--- config.mk ---
export PLATFORM = sky130hd
export DESIGN_NAME = ortdl_div
export DESIGN_NICKNAME = d
export VERILOG_FILES = /design/src/hdl/ortdl_pkg.sv /design/src/hdl/ortdl_div.sv
export VERILOG_INCLUDE_DIRS = /design/src /design/src/hdl
export SDC_FILE = /design/constraint.sdc
export NUM_CORES = 1
export LEC_CHECK = 0
export BUFFER_PORTS_ARGS = -buffer_cell sky130_fd_sc_hd__clkbuf_2
export CAP_MARGIN = 15
export CORE_MARGIN = 2
export CORE_UTILIZATION = 56
export DETAILED_ROUTE_END_ITERATION = 16
export PLACE_DENSITY_LB_ADDON = 0.12
export SLEW_MARGIN = 20
export SYNTH_ARGS = -nofsm -noshare
export SYNTH_HDL_FRONTEND = slang
export SYNTH_SLANG_ARGS = --single-unit
--- constraint.sdc ---
create_clock -name clk -period 3.28 [get_ports clk]
set_clock_uncertainty 0.15 [all_clocks]
set_input_delay 0.656 -clock clk [delete_from_list [all_inputs] [get_ports clk]]
set_output_delay 0.656 -clock clk [all_outputs]
set_load 0.01 [all_outputs]
--- src/hdl/assert_macros.svh ---
// Assertion helpers shared by the RTL files.
`ifndef ASSERT_MACROS_SVH
`define ASSERT_MACROS_SVH

// Concurrent check on an explicit clock and active-low reset.
`define ORTDL_ASSERT_AT(label, clock, reset_n, prop, msg) \
	label: assert property (@(posedge clock) disable iff (!reset_n) (prop)) \
		else $error(msg);

// Same, on the block clock and reset.
`define ORTDL_ASSERT(label, prop, msg) \
	`ORTDL_ASSERT_AT(label, clk, arst_n, prop, msg)

`endif

--- src/hdl/ortdl_pkg.sv ---
package ortdl_pkg;

	localparam int SUM_W = 24;
	localparam logic [SUM_W-1:0] FIELD_MAX = 24'hFF_FFFF;

	localparam logic CMD_WRITE = 1'b0;
	localparam logic CMD_GENE  = 1'b1;

	// broadcast control for the row of city cells
	typedef struct packed {
		logic clear;
		logic visit;
	} cell_ctl_t;

endpackage

--- src/hdl/ortdl_div.sv ---
`include "assert_macros.svh"

module ortdl_div #(
	parameter int NUM_W = 24
) (
	input  logic                        clk,
	input  logic                        arst_n,
	input  logic                        start,
	input  logic [NUM_W-1:0]            numer,
	input  logic [ortdl_pkg::SUM_W-1:0] denom,
	output logic [NUM_W-1:0]            quo,
	output logic                        done,
	output logic                        busy
);

	localparam int SW = ortdl_pkg::SUM_W;
	localparam int CW = $clog2(NUM_W + 1);

	logic [NUM_W-1:0] quo_q;
	logic [SW:0]      rem_q;
	logic [SW-1:0]    den_q;
	logic [CW-1:0]    cnt_q;
	logic             busy_q;
	logic             done_q;

	logic [SW:0] rem_sh;
	logic [SW:0] rem_diff;
	logic        fits;

	// restoring division, one quotient bit per cycle
	assign rem_sh   = {rem_q[SW-1:0], quo_q[NUM_W-1]};
	assign rem_diff = rem_sh - {1'b0, den_q};
	assign fits     = rem_sh >= {1'b0, den_q};

	always_ff @(posedge clk) begin
		if (start) begin
			quo_q <= numer;
			rem_q <= '0;
			den_q <= denom;
		end else if (busy_q) begin
			quo_q <= {quo_q[NUM_W-2:0], fits};
			rem_q <= fits ? rem_diff : rem_sh;
		end
	end

	always_ff @(posedge clk or negedge arst_n) begin
		if (!arst_n) begin
			busy_q <= 1'b0;
			done_q <= 1'b0;
			cnt_q  <= '0;
		end else begin
			done_q <= 1'b0;
			if (start) begin
				busy_q <= 1'b1;
				cnt_q  <= CW'(NUM_W);
			end else if (busy_q) begin
				cnt_q <= cnt_q - CW'(1);
				if (cnt_q == CW'(1)) begin
					busy_q <= 1'b0;
					done_q <= 1'b1;
				end
			end
		end
	end

	assign quo  = quo_q;
	assign done = done_q;
	assign busy = busy_q;

	`ORTDL_ASSERT(a_start_idle, start |-> !busy_q, "divider started while busy")
	`ORTDL_ASSERT(a_done_after_busy, done_q |-> ($past(busy_q) && !busy_q), "stray done")

endmodule

# ---- Yosys cells after proc, flatten, opt, wreduce, memory -nomap -nowiden
# Index checks and enable logic that the tools add are counted.
dict set report op_classes {
  eq_ne 1
  muxes 11
  n_reduce_logical 1
  add_sub_neg 2
  n_lt_le_gt_ge 1
}
# operator n
set op_table {}
lappend op_table {{two-way mux 24 bit} 3}
lappend op_table {{>= comparator 25 x 24 -> 1 bit} 1}
lappend op_table {{subtractor 24 bit} 1}
lappend op_table {{two-way mux 5 bit} 2}
lappend op_table {{two-way mux 1 bit} 6}
lappend op_table {{equality test 5 x 1 -> 1 bit (second input constant)} 1}
lappend op_table {{subtractor 5 x 1 -> 5 bit (second input constant)} 1}
lappend op_table {{nonzero test 2 bit} 1}
dict set report totals {
  out_inout_bits 26
  inputBits 51
  elab_cells 22
  register_bits 79
}

# ---- Depth between registers and ports, before layout
dict set report depth {
  depth_word 4
  mapped_depth 12
  depth_no_buf 11
}

# ---- Least setup slack after synthesis
# OpenSTA, ideal clock, no wires.
dict set report synth_timing {
  kind {register to register}
  start {register den_q[6]}
  end {register rem_q[19]}
  period_less_slack_ns 2.743
  setup_time_ns 0.091
  t_required_ns 3.039
  slack_ns 0.537
  t_arrival_ns 2.502
  n_path_buf 1
  path_stages_with_launch 11
  cell_sequence {edfxtp_1 > inv_1 > ha_1 > buf_6 > a2111o_1 > o2111ai_2 > nand3b_1 > a31oi_1 > mux2_1 > a31o_2 > a311oi_1}
}
dict set report synth_via {
  elab_chain_cells 2
  elab_cells_between_ends 3
  cone_classes {1 x add/sub; 1 x order compare; 1 x mux}
}
# element line
set synth_lines {}
lappend synth_lines {{from (decl)} ortdl_div.sv:21} ;# logic [SW-1:0] den_q;
lappend synth_lines {{from (signal assigned)} ortdl_div.sv:39} ;# den_q <= denom;
lappend synth_lines {{subtractor 24 bit or >= comparator 25 x 24 -> 1 bit (tied branches)} {ortdl_div.sv:32, ortdl_div.sv:33}}
lappend synth_lines {{two-way mux 24 bit *} ortdl_div.sv:42} ;# rem_q <= fits ? rem_diff : rem_sh;
lappend synth_lines {{to (signal assigned)} ortdl_div.sv:42}
lappend synth_lines {{to (decl)} ortdl_div.sv:20} ;# logic [SW:0] rem_q;
# Every way passes the cells marked *; elsewhere a longest branch is shown, timed or not.
# A chain may end at the register's enable or synchronous reset.

# ---- Worst setup path in the final report
# Ends and elaborated chain as after synthesis.

==> impl_metrics.json <==
{
  "drive_above_1_share_pct": 25.80,
  "worstSetupStartpointType": "register",
  "postSynthCellCount": 419,
  "cts_max_level": 3,
  "synth_cell_types": 56,
  "antenna_found_initial": 0,
  "numCtsBuffers": 9,
  "hpwl_microns": 6492,
  "rsz0062_at_grt": "no",
  "syn_area_sq_mm": 0.004441,
  "cts_tree": "built",
  "powerDensity_mw_per_mm2": 751.3,
  "r2r_slack_ns": 0.30,
  "core.rowCount": 32,
  "drc": 0,
  "grt_use_total_pct": 20.87,
  "clock-sinks": 79,
  "worstSetupEndpointType": "register",
  "yosysWarnings": 0,
  "synthMuxAreaShare_pct": 8.566,
  "vdd_drop_max_mv": 0.3198,
  "finalCritPeriodShare_pct": 90.97,
  "ios": 77,
  "seq_area_frac_synth_pct": 47.22,
  "diodes": 0,
  "grt_pass1_wl_microns": 14430,
  "hold_path_class": "input port to register",
  "grt_max_degree": 28,
  "io_buffers": 76,
  "final_max_slew_viol_count": 0,
  "drt_iter0_drc": 141,
  "grt_pass1_vias": 3238,
  "core-area_sq_mm": 0.007687,
  "synthXorXnorAreaFrac_pct": 3.945,
  "cts_root_buf": "clkbuf_8",
  "cp.required_ns": 3.39,
  "holdWs_ns": 0.3258,
  "place.gp.congestion": 0.8627,
  "yosys.area_share.simple_pct": 11.27,
  "start_util_pct": 57.76,
  "post-route-min-period_ns": 2.984,
  "fmax_mhz": 335.1,
  "dieWidth_microns": 93.05,
  "wl_microns": 8718,
  "slew_headroom_pct": 53.35,
  "area_delta_synth_final_pct": 14.09,
  "synth_edf_count": 48,
  "finalNetCount": 573,
  "synth_top_family_by_area": "compound AO/OA/AOI/OAI gates",
  "utilization_pct": 65.90,
  "ys_async_sr_fraction_pct": 8.861,
  "leakage_nw": 2.289,
  "fin_setup_tns_ns": 0,
  "clock_latency_ns": 0.35,
  "ys_ff_latch": 79,
  "clockBufferDepth": 2,
  "cp_max_fo": 7,
  "die_y_microns": 93.05,
  "firstDrtPassIters": 4,
  "vias": 3353,
  "synth_fa_ha_area_share_pct": 7.777,
  "finalHoldViolCount": 0,
  "cap_violations": 0,
  "critPathArrivalTime_ns": 3.09,
  "globalRoute.totalOverflow": 0,
  "setup_viol": 0,
  "wl_per_cell_microns": 14.48,
  "syn_avg_cell_area_sq_um": 10.60,
  "via_per_inst": 5.570,
  "path_class": "register to register",
  "tightest_slew_ns": 0.6997,
  "status": "completed",
  "synth_compound_area_share_pct": 15.75,
  "drtAntennaViolNets": 0,
  "synthesis.nets": 497,
  "synth_ff_type": "edfxtp_1",
  "clkTransAtPathRegs_ns": 0.09,
  "cts_resized": 0,
  "die_area_sq_mm": 0.008657
}
## layout by cell type (no fill, tap or decap), drive strengths merged, types with 5 or more instances in the layout
cell type  count
ha            26
xor2           5
nand2b         6
nand2         21
nand4          5
a21oi         29
and3           5
buf            8
mux2i         11
nor2          42
inv           34
xnor2         15
mux2          24
dfrtp          7
a21o           8
a211oi        15
o21ai         16
nor2b          7
edfxtp        48
nor3           8
clkbuf        85
nand3          7
a31oi          6
dfxtp         24
## timing repair
item | 4_1_cts | 5_1_grt
hold buffers | 1 | 0
hold endpoints to repair | 7 | 0
setup buffers | 0 | 0
## sequential cells by signal, indices dropped and copies added (netlist names)
register and cells:
busy 1, done 1, cnt_q 5, rem_q 24
quo 24, den_q 24
## layer usage
metal | track usage (%) | vias to the layer above | wire length, microns
met1 | 26.88 | 1597 | 4082
met2 | 34.78 | 69 | 4141
met3 | 4.593 | 12 | 396
met5 | 0 | - | 0
met4 | 7.475 | 0 | 97
li1 | - | 1675 | -
## cells by family (layout without fill, tap and decap cells)
family | Yosys count | count (layout)
AND/OR/NAND/NOR | 106 | 106
AO/OA/AOI/OAI | 100 | 100
flip-flops | 79 | 79
buffers and inverters | 52 | 133
multiplexers | 35 | 35
adder cells (fa/ha/maj) | 27 | 27
XOR/XNOR | 20 | 20
## report_power, final
group          switching, mW  internal [mW]  total [mW]  leakage, nW
logic                  0.951          0.784        1.74         1.44
registers              0.151           1.27        1.42        0.766
clock network          0.373          0.275       0.648       0.0851
## cell type report
cell class | instances | area (sq um)
inverter | 32 | 120.1
sequential | 79 | 2097
multi-input combinational | 288 | 2101
tap | 102 | 127.6
fill | 653 | 2621
clock inverter | 7 | 46.29
clock buffer | 9 | 123.9
timing repair buffer | 85 | 450.4
## critical path, cell delays in order (launching register included)
cell,delay [ns]
edfxtp_1,0.33
inv_1,0.04
ha_1,0.37
a2111o_1,0.49
o2111ai_2,0.23
nand3b_1,0.15
a31oi_1,0.31
mux2_1,0.36
a31o_2,0.21
a311oi_1,0.25
## final timing paths
| kind | start | end | depth (start not counted) |
|---|---|---|---|
| setup / recovery | den_q[6] | rem_q[19] | 9 |
| hold / removal | denom[5] | den_q[5] | 1 |
| setup reg to reg | den_q[6] | rem_q[19] | 9 |
| hold reg to reg | rem_q[15] | rem_q[15] | 2 |
| max in group asynchronous | arst_n | busy | 2 |
| min in group asynchronous | arst_n | cnt_q[1] | 2 |
## cell usage after synthesis, drive strengths merged, types with 6 or more instances
| library cell | instances | area, sq um |
|---|---|---|
| o21ai | 16 | 80.08 |
| edfxtp | 48 | 1441 |
| mux2 | 24 | 270.3 |
| clkbuf | 10 | 37.54 |
| a31oi | 6 | 43.79 |
| xnor2 | 15 | 131.4 |
| nand2 | 21 | 78.83 |
| inv | 32 | 120.1 |
| a211oi | 15 | 117.6 |
| ha | 26 | 325.3 |
| dfxtp | 24 | 480.5 |
| dfrtp | 7 | 175.2 |
| nor3 | 8 | 45.04 |
| a21oi | 29 | 145.1 |
| buf | 10 | 85.08 |
| mux2i | 11 | 110.1 |
| nor2b | 7 | 43.79 |
| nand2b | 6 | 37.54 |
| nand3 | 7 | 35.03 |
| a21o | 8 | 60.06 |
| nor2 | 42 | 157.7 |
## stage by stage
| step | setup slack [ns] | std cells | total power [mW] | cell area [sq um] |
|---|---|---|---|---|
| finish | 0.2961 | 602 | 3.806 | 5066 |
| global route | 0.08697 | 602 | 4.092 | 5066 |
| CTS | 0.2994 | 602 | 3.820 | 5066 |
| detailed placement | 0.3085 | 585 | 3.170 | 4886 |
| global placement | 0.4455 | 585 | 3.121 | 4886 |
| floorplan | 0.5368 | 419 | 2.886 | 4441 |
(Power assumes the default switching activity.)
