## src/hdl/assert_macros.svh

```systemverilog
// Assertion helpers shared by the RTL files.
`ifndef ASSERT_MACROS_SVH
`define ASSERT_MACROS_SVH

// Concurrent check on an explicit clock and active-low reset.
`define ORTDL_ASSERT_AT(label, clock, reset_n, prop, msg) \
	label: assert property (@(posedge clock) disable iff (!reset_n) (prop)) \
		else $error(msg);

// Same, on the block clock and reset.
`define ORTDL_ASSERT(label, prop, msg) \
	`ORTDL_ASSERT_AT(label, clk, arst_n, prop, msg)

`endif

```

## src/hdl/ortdl_pkg.sv

```systemverilog
package ortdl_pkg;

	localparam int SUM_W = 24;
	localparam logic [SUM_W-1:0] FIELD_MAX = 24'hFF_FFFF;

	localparam logic CMD_WRITE = 1'b0;
	localparam logic CMD_GENE  = 1'b1;

	// broadcast control for the row of city cells
	typedef struct packed {
		logic clear;
		logic visit;
	} cell_ctl_t;

endpackage

```

## src/hdl/ortdl_cell.sv

```systemverilog
module ortdl_cell #(
	parameter int INDEX  = 0,
	parameter int IDX_W  = 7,
	parameter int RANK_W = 8
) (
	input  logic                clk,
	input  logic                arst_n,
	input  ortdl_pkg::cell_ctl_t ctl,
	input  logic [RANK_W-1:0]   k,
	input  logic                ge_in,
	output logic                ge_out,
	input  logic [IDX_W-1:0]    idx_in,
	output logic [IDX_W-1:0]    idx_out,
	output logic                match
);

	localparam logic [RANK_W-1:0] RANK_INIT = RANK_W'(INDEX + 1);
	localparam logic [IDX_W-1:0]  IDX_CONST = IDX_W'(INDEX);

	logic              visited_q;
	// rank of this city among the unvisited ones at or below it
	logic [RANK_W-1:0] rank_q;

	assign match   = !visited_q && (rank_q == k);
	// set in the chosen cell and every cell above it
	assign ge_out  = ge_in | match;
	assign idx_out = idx_in | (match ? IDX_CONST : '0);

	always_ff @(posedge clk or negedge arst_n) begin
		if (!arst_n) begin
			visited_q <= 1'b0;
			rank_q    <= RANK_INIT;
		end else if (ctl.clear) begin
			visited_q <= 1'b0;
			rank_q    <= RANK_INIT;
		end else if (ctl.visit) begin
			if (match) begin
				visited_q <= 1'b1;
			end
			if (ge_out) begin
				rank_q <= rank_q - RANK_W'(1);
			end
		end
	end

endmodule

```

## config.mk

```make
export PLATFORM = sky130hd
export DESIGN_NAME = ortdl_cell
export DESIGN_NICKNAME = d
export VERILOG_FILES = /design/src/hdl/assert_macros.svh /design/src/hdl/ortdl_pkg.sv /design/src/hdl/ortdl_cell.sv
export SDC_FILE = /design/constraint.sdc
export NUM_CORES = 1
export LEC_CHECK = 0
export BUFFER_PORTS_ARGS = -buffer_cell sky130_fd_sc_hd__buf_2
export CAP_MARGIN = 5
export CORE_AREA = 2 2 42 44
export DETAILED_ROUTE_END_ITERATION = 10
export DIE_AREA = 0 0 44 46
export PLACE_DENSITY = 0.75
export SLEW_MARGIN = 20
export SYNTH_ARGS = -nofsm -noshare
export SYNTH_HDL_FRONTEND = slang
export SYNTH_SLANG_ARGS = --single-unit
```

## constraint.sdc

```tcl
create_clock -name clk -period 2.3 [get_ports clk]
set_input_delay 0.115 -clock clk [delete_from_list [all_inputs] [get_ports clk]]
set_output_delay 0.115 -clock clk [all_outputs]
set_load 0.01 [all_outputs]
```

Yosys cells after proc, flatten, opt, wreduce, memory -nomap -nowiden
Index checks and enable logic that the tools add are counted.
- output and inout port bits: 9
- bits of input ports: 20
- word-level logic and storage cells: 18
- register bits after elaboration: 9
- bitwise gates (word level): 1
- equal/unequal tests: 1
- reductions and logical operators: 7
- add/sub/neg operators: 1
- muxes and demuxes: 6
- operators with widths (cell ; count):
    $mux 8 ; 3
    $eq 8x8->1 ; 1
    $sub 8x1->8 const B ; 1
    $reduce_bool 2->1 ; 3
    $reduce_and 2->1 ; 2
    $mux 1 ; 3
    $logic_and 1x1->1 ; 1
    $logic_not 1->1 ; 1
    $or 1x1->1 ; 1

Depth between registers and ports, before layout
Gate-level depths: netlist of run 1.
- depth after elaboration: 6
- depth in mapped cells: 6
- gate-level depth less buffers: 6

Least setup slack after synthesis of run 1
No wires, ideal clock.
- path kind: register to register
- start point: register rank_q[2]
- end point: register rank_q[5]
- required time: 2.172 ns
- arrival: 1.760 ns
- buffers on the path: 0
- library setup time: 0.128 ns
- cell stages (with the launch flop): 6
- slack: 0.412 ns
- clock period less this slack: 1.888 ns
- path through: dfrtp_1 xor2_1 nor4_2 nand4_2 a211oi_2 mux2_1
- word-level cells in the longest chain between the ends: 5
- elaborated cells between the ends (all ways): 9
- those cells by class: add/sub: 1; eq/ne: 1; mux: 3; bitwise: 1; reduce/logical: 3
- ends and longest elaborated chain (item ; line ; RTL):
    start: declaration ; ortdl_cell.sv:22 ; logic [RANK_W-1:0] rank_q;
    start signal: assignment ; ortdl_cell.sv:41 ; rank_q <= rank_q - RANK_W'(1);
    branches (longest 5 deep; another with $sub 8x1->8) ; -- ;
Several ways; the timed one is not identified. The select of a mux whose other input is x is not followed.
A chain may end at the register's enable or synchronous reset.

Final worst setup path of run 1
Same ends and word-level chain as after synthesis.

==> results of run 1 <==
-- cell usage in the layout (no fill, tap or decap) --
master	synthesis	routed
buf_2	0	14
nor2_1	11	11
xor2_1	8	8
dfrtp_1	8	8
nand2_1	6	6
nor2b_1	6	6
mux2_2	5	5
inv_1	4	4
a21oi_1	3	3
clkbuf_4	0	3
nor4_2	2	2
a21boi_0	2	2
nand3_1	2	2
a31oi_1	1	1
nand4_2	1	1
nor3_1	1	1
a311oi_1	1	1
mux2i_1	1	1
nor4_1	1	1
nand4_1	1	1
o22ai_1	1	1
or3_1	1	1
a211oi_2	1	1
mux2_1	1	1
ha_1	1	1
clkbuf_1	1	1
dlygate4sd3_1	0	1
dfstp_2	1	1
-- per-layer routing --
layer / track usage [%] / share of wire (%) / up-vias
li1: - / - / 281
met4: 9.70 / 2.1 / 0
met2: 24.7 / 51 / 8
met1: 16.5 / 42 / 265
met5: 0 / 0 / -
met3: 3.97 / 5.0 / 5
-- worst max-delay path: cells and delay by family, from the launching register on --
family	cells	cell delay, ns
AND/OR/NAND/NOR	2	0.70
flip-flops	1	0.43
multiplexers	1	0.34
AO/OA/AOI/OAI	1	0.29
XOR/XNOR	1	0.19
-- worst paths after layout --
kind                       startpoint        end  slack (ns)  cells past startpoint
min                            ctl[0]  visited_q        0.16                      3
max                         rank_q[2]  rank_q[5]        0.23                      5
min reg2reg                 rank_q[0]  rank_q[0]        0.55                      2
min in group asynchronous      arst_n  rank_q[2]        0.23                      2
max reg2reg                 rank_q[2]  rank_q[5]        0.23                      5
max in group asynchronous      arst_n  rank_q[0]        1.82                      2
-- state kept, by name, summed over array words and instances (netlist names) --
signal / count
rank_q: 8
visited_q: 1
-- kinds of logic (layout without fill, tap and decap cells) --
kind of cell,count (synthesis),in the layout,share of synthesized area [%]
AOI/OAI and AO/OA,9,9,9.19
xor gates and xnor gates,8,8,10.1
adders and majority gates,1,1,1.80
buffers and inverters,12,23,10.3
DFF,9,9,32.6
muxes,7,7,11.2
and+or+nand+nor,32,32,24.9
-- area by class of cell --
type	count	area, um2
flip-flops and latches	9	226
repair buffers	15	80.1
inverters	4	15.0
clock buffers	4	26.3
fillers	164	848
well taps	17	21.3
multi-input cells	57	397
-- per-stage QoR --
step / instance area (um2) / setup WS, ns / std cells / hold WS (ns) / util [%]
detailed placement: 729 / 0.237 / 101 / -0.0174 / 45.2
global placement: 729 / 0.255 / 101 / -0.0197 / 45.2
global route: 766 / 0.0508 / 106 / 0.174 / 47.4
CTS: 766 / 0.213 / 106 / 0.146 / 47.4
finish: 766 / 0.231 / 106 / 0.155 / 47.4
floorplan: 694 / 0.412 / 78 / -0.181 / -
-- power groups by stage --
stage / sequential [mW] / combinational [mW] / clock [mW]
6_report: 0.173 / 0.0715 / 0.126
2_1_floorplan: 0.175 / 0.0575 / 0
4_1_cts: 0.173 / 0.0719 / 0.130
5_1_grt: 0.175 / 0.0795 / 0.136
3_5_place_dp: 0.176 / 0.0703 / 0
3_3_place_gp: 0.176 / 0.0675 / 0
-- what timing repair did --
item | in CTS | in global routing
hold endpoints to repair | 9 | 0
resized for setup | 0 | 0
endpoints found under the setup margin | 0 | 0
hold buffers | 1 | 0
==> metrics.cfg, run 1 <==
[critical_path]
start_kind=flop
path_cells=xor2_1 > nor4_2 > nand4_2 > a211oi_2 > mux2_1
crit_path_top_delay_cell=nor4_2
crit_type=flop to flop
crit_required_ns=2.45
worstPathArrival_ns=2.22
critPathMaxStageDelay_ns=0.45
cp_max_fo=7
cp-end-kind=flop

[route]
antenna_left=0
vias_per_cell=5.27
wl_per_cell_um=12.3
drtIter0Drc=6
firstDrtPassIters=4
drt_wl_total_mm=1.31
vias=559
drcViolationCount=0

[yosys]
synth_area_leader_cell=dfrtp_1
syn_inst=78
ys.flop_type=dfrtp_1
synth.cell_area_um2=694
synthArstFlopShare_pct=100
synth.most_common_cell=nor2_1
synth_area_leaders=dfrtp_1 (29%), xor2_1 (10%), mux2_2 (8.1%)
synthesis.nets=99
synth.avg_cell_area_um2=8.90
synth_edf_count=0
yosysWarnings=0
netlist.area_leader.share_pct=28.8
synth.distinct_cells=26
netlist_top_cells_count=nor2_1 (11), dfrtp_1 (8), xor2_1 (8)
synth_seq_area_share_pct=32.6
ys_seq_elements=9

[power]
vdd_drop_max_mv=0.204
p_sw_share_pct=28.6
p_int_mw=0.265
seq_power_share_pct=46.8
powerDensity_mw_per_mm2=484
p_leak_nw=0.396
p_switching_mw=0.106
fin_total_pwr_mw=0.371
p_comb_share_pct=19.3
pwr-share-clk_pct=33.9

[sta]
fmax_mhz=483
final.setup_skew_ns=0.00592
finalSetupTns_ns=0
slew_headroom_pct=67.7
fin_crit_ns=2.07
finalHoldViolCount=0
min_period_over_period_pct=89.9
tightest_slew_ns=0.481
rsz0062_at_grt=no
drv_slew=0
setup_viol=0

[floorplanning]
rows=15
die-width_um=44
die_h_um=46
core_area_mm2=0.00161
die_area_mm2=0.00202
io_pins=29
initial_core_util_pct=43.0

[clock_network]
root_buffer=clkbuf_4
clk_latency_ns=0.27
clock-sinks=9
h-tree-depth=1
cts_buffers=3
cts_tree=done
clock_path_buffers=2
postCtsSetupBuffers=0
cts.reportedPaths.clkPinSlew_ns=0.06

[place]
dp_hpwl_mm=1.01
place_congestion=0.753
port_buffers=14

[grt]
antenna_found_initial=0
grt_overflow=0
grt_pass1_wl_mm=2.11
grt_max_degree=17
grt_util_all_layers_pct=14.8
grt_pass1_vias=479

[final_layout]
antennaDiodeCount=0
drive_gt1_share_pct=30.3
area_delta_synth_final_pct=10.3
nets=111

[run]
cap_viol_max_count=0

[outcome]
status=finished, final reports clean

[min_path]
worstHoldPathType=primary input to flop

No activity file was read; power rests on OpenSTA's default activity.
==> run 2, diff against run 1 <==
- CTS_BUF_LIST: not set -> sky130_fd_sc_hd__clkbuf_2
==> metrics.cfg, run 2 (synthesis gave the netlist of run 1 again) <==
[final_layout]
drive_gt1_share_pct=31.5  ; +1.1 points
largest_register_ffs=8  ; unchanged
top_regs=rank_q x8, visited_q x1
antennaDiodeCount=0  ; unchanged
multiInputGateArea_um2=397  ; unchanged
seq_area_um2=226  ; unchanged
fillCellCount=164  ; unchanged
utilization_pct=47.1  ; -0.39 points
area_delta_synth_final_pct=9.37
largest-register=rank_q
final_common_cell=buf_2
mostFrequentLayoutCells=buf_2 (14), nor2_1 (11), xor2_1 (8), dfrtp_1 (8)
nets=111  ; unchanged

[grt]
grt_util_all_layers_pct=14.7  ; -0.083 points
antenna_found_initial=0  ; unchanged
grt_pass1_vias=482  ; +0.63%
grt_pass1_wl_mm=2.10  ; -0.66%
grt_max_degree=17  ; unchanged
grt_overflow=0  ; unchanged

[route]
vias=561  ; +0.36%
vias_per_cell=5.29  ; +0.36%
drt_wl_total_mm=1.30  ; -0.84%
drtIter0Drc=8  ; +2
drcViolationCount=0  ; unchanged
antenna_left=0  ; unchanged
wl_per_cell_um=12.2  ; -0.84%
firstDrtPassIters=4  ; unchanged

[critical_path]
r2r_slack_ns=0.23  ; about the same
reg2reg_depth=5  ; unchanged
endpoint=rank_q[5]
cp-end-kind=flop
crit_start=rank_q[2]
crit_type=flop to flop
worstPathArrival_ns=2.20  ; -0.02 ns
start_kind=flop
cp_max_fo=7  ; unchanged
r2r-end=rank_q[5]
crit_required_ns=2.44  ; about the same
rr_startpoint=rank_q[2]

[floorplanning]
die_area_mm2=0.00202  ; unchanged
die-width_um=44  ; unchanged
rows=15  ; unchanged
core_area_mm2=0.00161  ; unchanged
die_h_um=46  ; unchanged
initial_core_util_pct=43.0  ; unchanged
io_pins=29  ; unchanged

[run]
cap_viol_max_count=0  ; unchanged

[place]
port_buffers=14  ; unchanged
post-place-ws_ns=0.237  ; unchanged
dp_hpwl_mm=1.01  ; unchanged
place_congestion=0.753  ; unchanged

[outcome]
status=finished, final reports clean

[clock_network]
cts_tree=done
postCtsSetupBuffers=0  ; unchanged
clk_latency_ns=0.25  ; -0.02 ns
h-tree-depth=1  ; unchanged
clock-sinks=9  ; unchanged
cts.reportedPaths.clkPinSlew_ns=0.10  ; +0.04 ns
hold_buffers=1  ; unchanged
clock_path_buffers=2  ; unchanged
post_cts_resized=0  ; unchanged
root_buffer=clkbuf_2
cts_buffers=3  ; unchanged

[sta]
tightest_slew_ns=0.472  ; -0.00813 ns
min_period_over_period_pct=89.8  ; -0.11 points
slew_headroom_pct=68.2  ; +0.55 points
finalSetupTns_ns=0  ; unchanged
rsz0062_at_grt=no
fmax_mhz=484  ; +0.12%
final.setup_skew_ns=0.00525  ; -0.000669 ns
setup_viol=0  ; unchanged
finalHoldViolCount=0  ; unchanged
worst_slack_ns=0.234  ; +0.00243 ns
fin_crit_ns=2.07  ; -0.00243 ns
drv_slew=0  ; unchanged

[power]
p_leak_nw=0.397  ; +0.41%
powerDensity_mw_per_mm2=459  ; -5.1%
fin_total_pwr_mw=0.349  ; -5.9%
vdd_drop_max_mv=0.203  ; -0.47%

[min_path]
worstHoldPathType=primary input to flop

run 2: metal layers:
layer / GRT usage (%) / routed length, um / vias up
met5: 0 / 0 / -
met4: 9.70 / 27 / 0
met2: 25.0 / 680 / 15
li1: - / - / 283
met3: 3.97 / 75 / 5
met1: 16.0 / 513 / 258
run 2: critical path: stages (launching register included):
cell,delay (ns)
dfrtp_1,0.44
xor2_1,0.19
nor4_2,0.45
nand4_2,0.25
a211oi_2,0.28
mux2_1,0.33
run 2: final cells by class:
cell class              instances  area share [%]
clock buffers                   4            2.64
inverters                       4            1.98
repair buffers                 15            10.5
flip-flops and latches          9            29.8
well taps                      17            2.80
multi-input cells              57            52.2
run 2: worst min-delay path by stage:
stage                           end  depth (start not counted)  slack, ns   start
after floorplan           rank_q[1]                          0      -0.18  arst_n
after global placement    rank_q[7]                          1      -0.02  arst_n
after detailed placement  rank_q[7]                          1      -0.02  arst_n
after CTS                 visited_q                          3       0.15  ctl[0]
after global routing      visited_q                          3       0.17  ctl[0]
final                     visited_q                          3       0.16  ctl[0]
run 2: per-stage QoR:
| stage | hold slack (ns) | cell area [um2] | cells |
|---|---|---|---|
| floorplan | -0.181 | 694 | 78 |
| global placement | -0.0197 | 729 | 101 |
| detailed placement | -0.0174 | 729 | 101 |
| CTS | 0.149 | 759 | 106 |
| global route | 0.169 | 759 | 106 |
| finish | 0.165 | 759 | 106 |
run 2: power by group:
part | switching (mW) | internal (mW)
clock network | 0.0583 | 0.0462
registers | 0.00772 | 0.166
logic | 0.0392 | 0.0320
==> run 3, diff against run 2 <==
- CORE_AREA: 2 2 42 44 -> 2 2 43 45
- DIE_AREA: 0 0 44 46 -> 0 0 45 47
- PLACE_DENSITY: 0.75 -> 0.72
- SLEW_MARGIN: 20 -> not set
==> metrics.cfg, run 3 (synthesis gave the netlist of run 1 again) <==
[outcome]
status=finished, final reports clean

[power]
vdd_drop_max_mv=0.188  ; -7.7%
pwr-share-clk_pct=29.7  ; -0.2 points
seq_power_share_pct=49.9  ; +0.2 points
p_sw_share_pct=29.8  ; -0.31 points
p_switching_mw=0.104  ; -1.5%
p_leak_nw=0.397  ; unchanged
powerDensity_mw_per_mm2=457  ; -0.48%
p_int_mw=0.244  ; about the same
fin_total_pwr_mw=0.347  ; -0.48%
p_comb_share_pct=20.3  ; about the same

[final_layout]
antennaDiodeCount=0  ; unchanged
drive_gt1_share_pct=31.5  ; unchanged
top_regs=rank_q x8, visited_q x1
largest_register_ffs=8  ; unchanged
final_common_cell=buf_2
largest-register=rank_q
mostFrequentLayoutCells=buf_2 (14), nor2_1 (11), xor2_1 (8), dfrtp_1 (8)
area_delta_synth_final_pct=9.37  ; unchanged
nets=111  ; unchanged
utilization_pct=46.0  ; -1.1 points

[grt]
grt_pass1_wl_mm=2.28  ; +8.9%
antenna_found_initial=0  ; unchanged
grt_overflow=0  ; unchanged
grt_util_all_layers_pct=15.3  ; +0.61 points
grt_max_degree=17  ; unchanged
grt_pass1_vias=558  ; +16%

[clock_network]
h-tree-depth=1  ; unchanged
clk_latency_ns=0.26  ; about the same
clock_path_buffers=2  ; unchanged
post_cts_resized=0  ; unchanged
root_buffer=clkbuf_2
cts_buffers=3  ; unchanged
cts_tree=done
cts.reportedPaths.clkPinSlew_ns=0.09  ; about the same
clock-sinks=9  ; unchanged

[sta]
finalHoldViolCount=0  ; unchanged
finalSetupTns_ns=0  ; unchanged
tightest_slew_ns=0.453  ; -0.0192 ns
min_period_over_period_pct=91.4  ; +1.6 points
rsz0062_at_grt=no
fmax_mhz=476  ; -1.7%
drv_slew=0  ; unchanged
setup_viol=0  ; unchanged
fin_crit_ns=2.10  ; +0.0362 ns
slew_headroom_pct=69.5  ; +1.3 points
worst_slack_ns=0.198  ; -0.0362 ns
final.setup_skew_ns=0.00845  ; +0.00319 ns

[route]
drtIter0Drc=7  ; -1
vias_per_cell=5.23  ; -1.2%
drt_wl_total_mm=1.29  ; -0.62%
firstDrtPassIters=5  ; +1
antenna_left=0  ; unchanged
drcViolationCount=0  ; unchanged
wl_per_cell_um=12.2  ; -0.62%
vias=554  ; -1.2%

[place]
port_buffers=14  ; unchanged
post-place-ws_ns=0.203  ; -0.0342 ns
place_congestion=0.769  ; +2.0%
dp_hpwl_mm=1.02  ; +1.2%

[critical_path]
r2r_slack_ns=0.20  ; -0.04 ns
start_kind=flop
path_buf_inv=0  ; unchanged
cp_max_fo=7  ; unchanged
crit_type=flop to flop
path_cells=xor2_1 > nor4_2 > nand4_2 > a211oi_2 > mux2_1
worstPathArrival_ns=2.23  ; +0.03 ns
crit_required_ns=2.43  ; about the same
cp_top_family=simple AND/OR/NAND/NOR gates
critPathMaxStageDelay_ns=0.47  ; +0.02 ns
cp-end-kind=flop
crit_path_top_delay_cell=nor4_2

[run]
cap_viol_max_count=0  ; unchanged

[floorplanning]
initial_core_util_pct=42.0  ; -0.98 points
rows=15  ; unchanged
io_pins=29  ; unchanged
die-width_um=45  ; +2.3%
die_h_um=47  ; +2.2%
die_area_mm2=0.00212  ; +4.5%
core_area_mm2=0.00165  ; +2.3%

[min_path]
worstHoldPathType=primary input to flop

-- run 3: cell type report --
class | count | area [um2]
Fill cell | 168 | 892
Inverter | 4 | 15.0
Clock buffer | 4 | 20.0
Timing Repair Buffer | 15 | 80.1
Tap cell | 17 | 21.3
Sequential cell | 9 | 226
Multi-Input combinational cell | 57 | 397
-- run 3: final timing paths --
kind	startpoint	endpoint	cells past startpoint
worst min register to register	rank_q[0]	rank_q[0]	2
worst min-delay path	ctl[0]	visited_q	3
worst max register to register	rank_q[2]	rank_q[5]	5
min in group asynchronous	arst_n	rank_q[7]	2
max in group asynchronous	arst_n	rank_q[0]	2
worst max-delay path	rank_q[2]	rank_q[5]	5
-- run 3: layer usage --
layer	track usage (%)	vias up	part of all wire, %
li1	-	280	-
met1	17.3	259	43
met2	25.4	11	49
met3	6.92	4	6.9
met4	5.88	0	0.93
met5	0	-	0
-- run 3: per-stage QoR --
step,area (um2),hold WS (ns),instances
finish,759,0.160,106
floorplan,694,-0.181,78
global placement,729,-0.0195,101
CTS,759,0.149,106
global route,759,0.153,106
detailed placement,729,-0.0199,101
-- run 3: timing repair --
action / in CTS / in global routing
endpoints found under the setup margin: 0 / 0
endpoints found under the hold margin: 9 / 0
hold buffers: 1 / 0
setup buffers: 0 / 0
-- run 3: power by group through the flow --
stage | registers (mW) | logic (mW) | clock network, mW
3_5_place_dp | 0.176 | 0.0698 | 0
4_1_cts | 0.173 | 0.0712 | 0.108
3_3_place_gp | 0.176 | 0.0679 | 0
6_report | 0.173 | 0.0707 | 0.103
5_1_grt | 0.175 | 0.0809 | 0.115
2_1_floorplan | 0.175 | 0.0575 | 0
-- run 3: worst reg2reg max path, stage by stage, from the launching register on --
cell      delay [ns]
dfrtp_1         0.44
xor2_1          0.18
nor4_2          0.47
nand4_2         0.25
a211oi_2        0.27
mux2_1          0.36
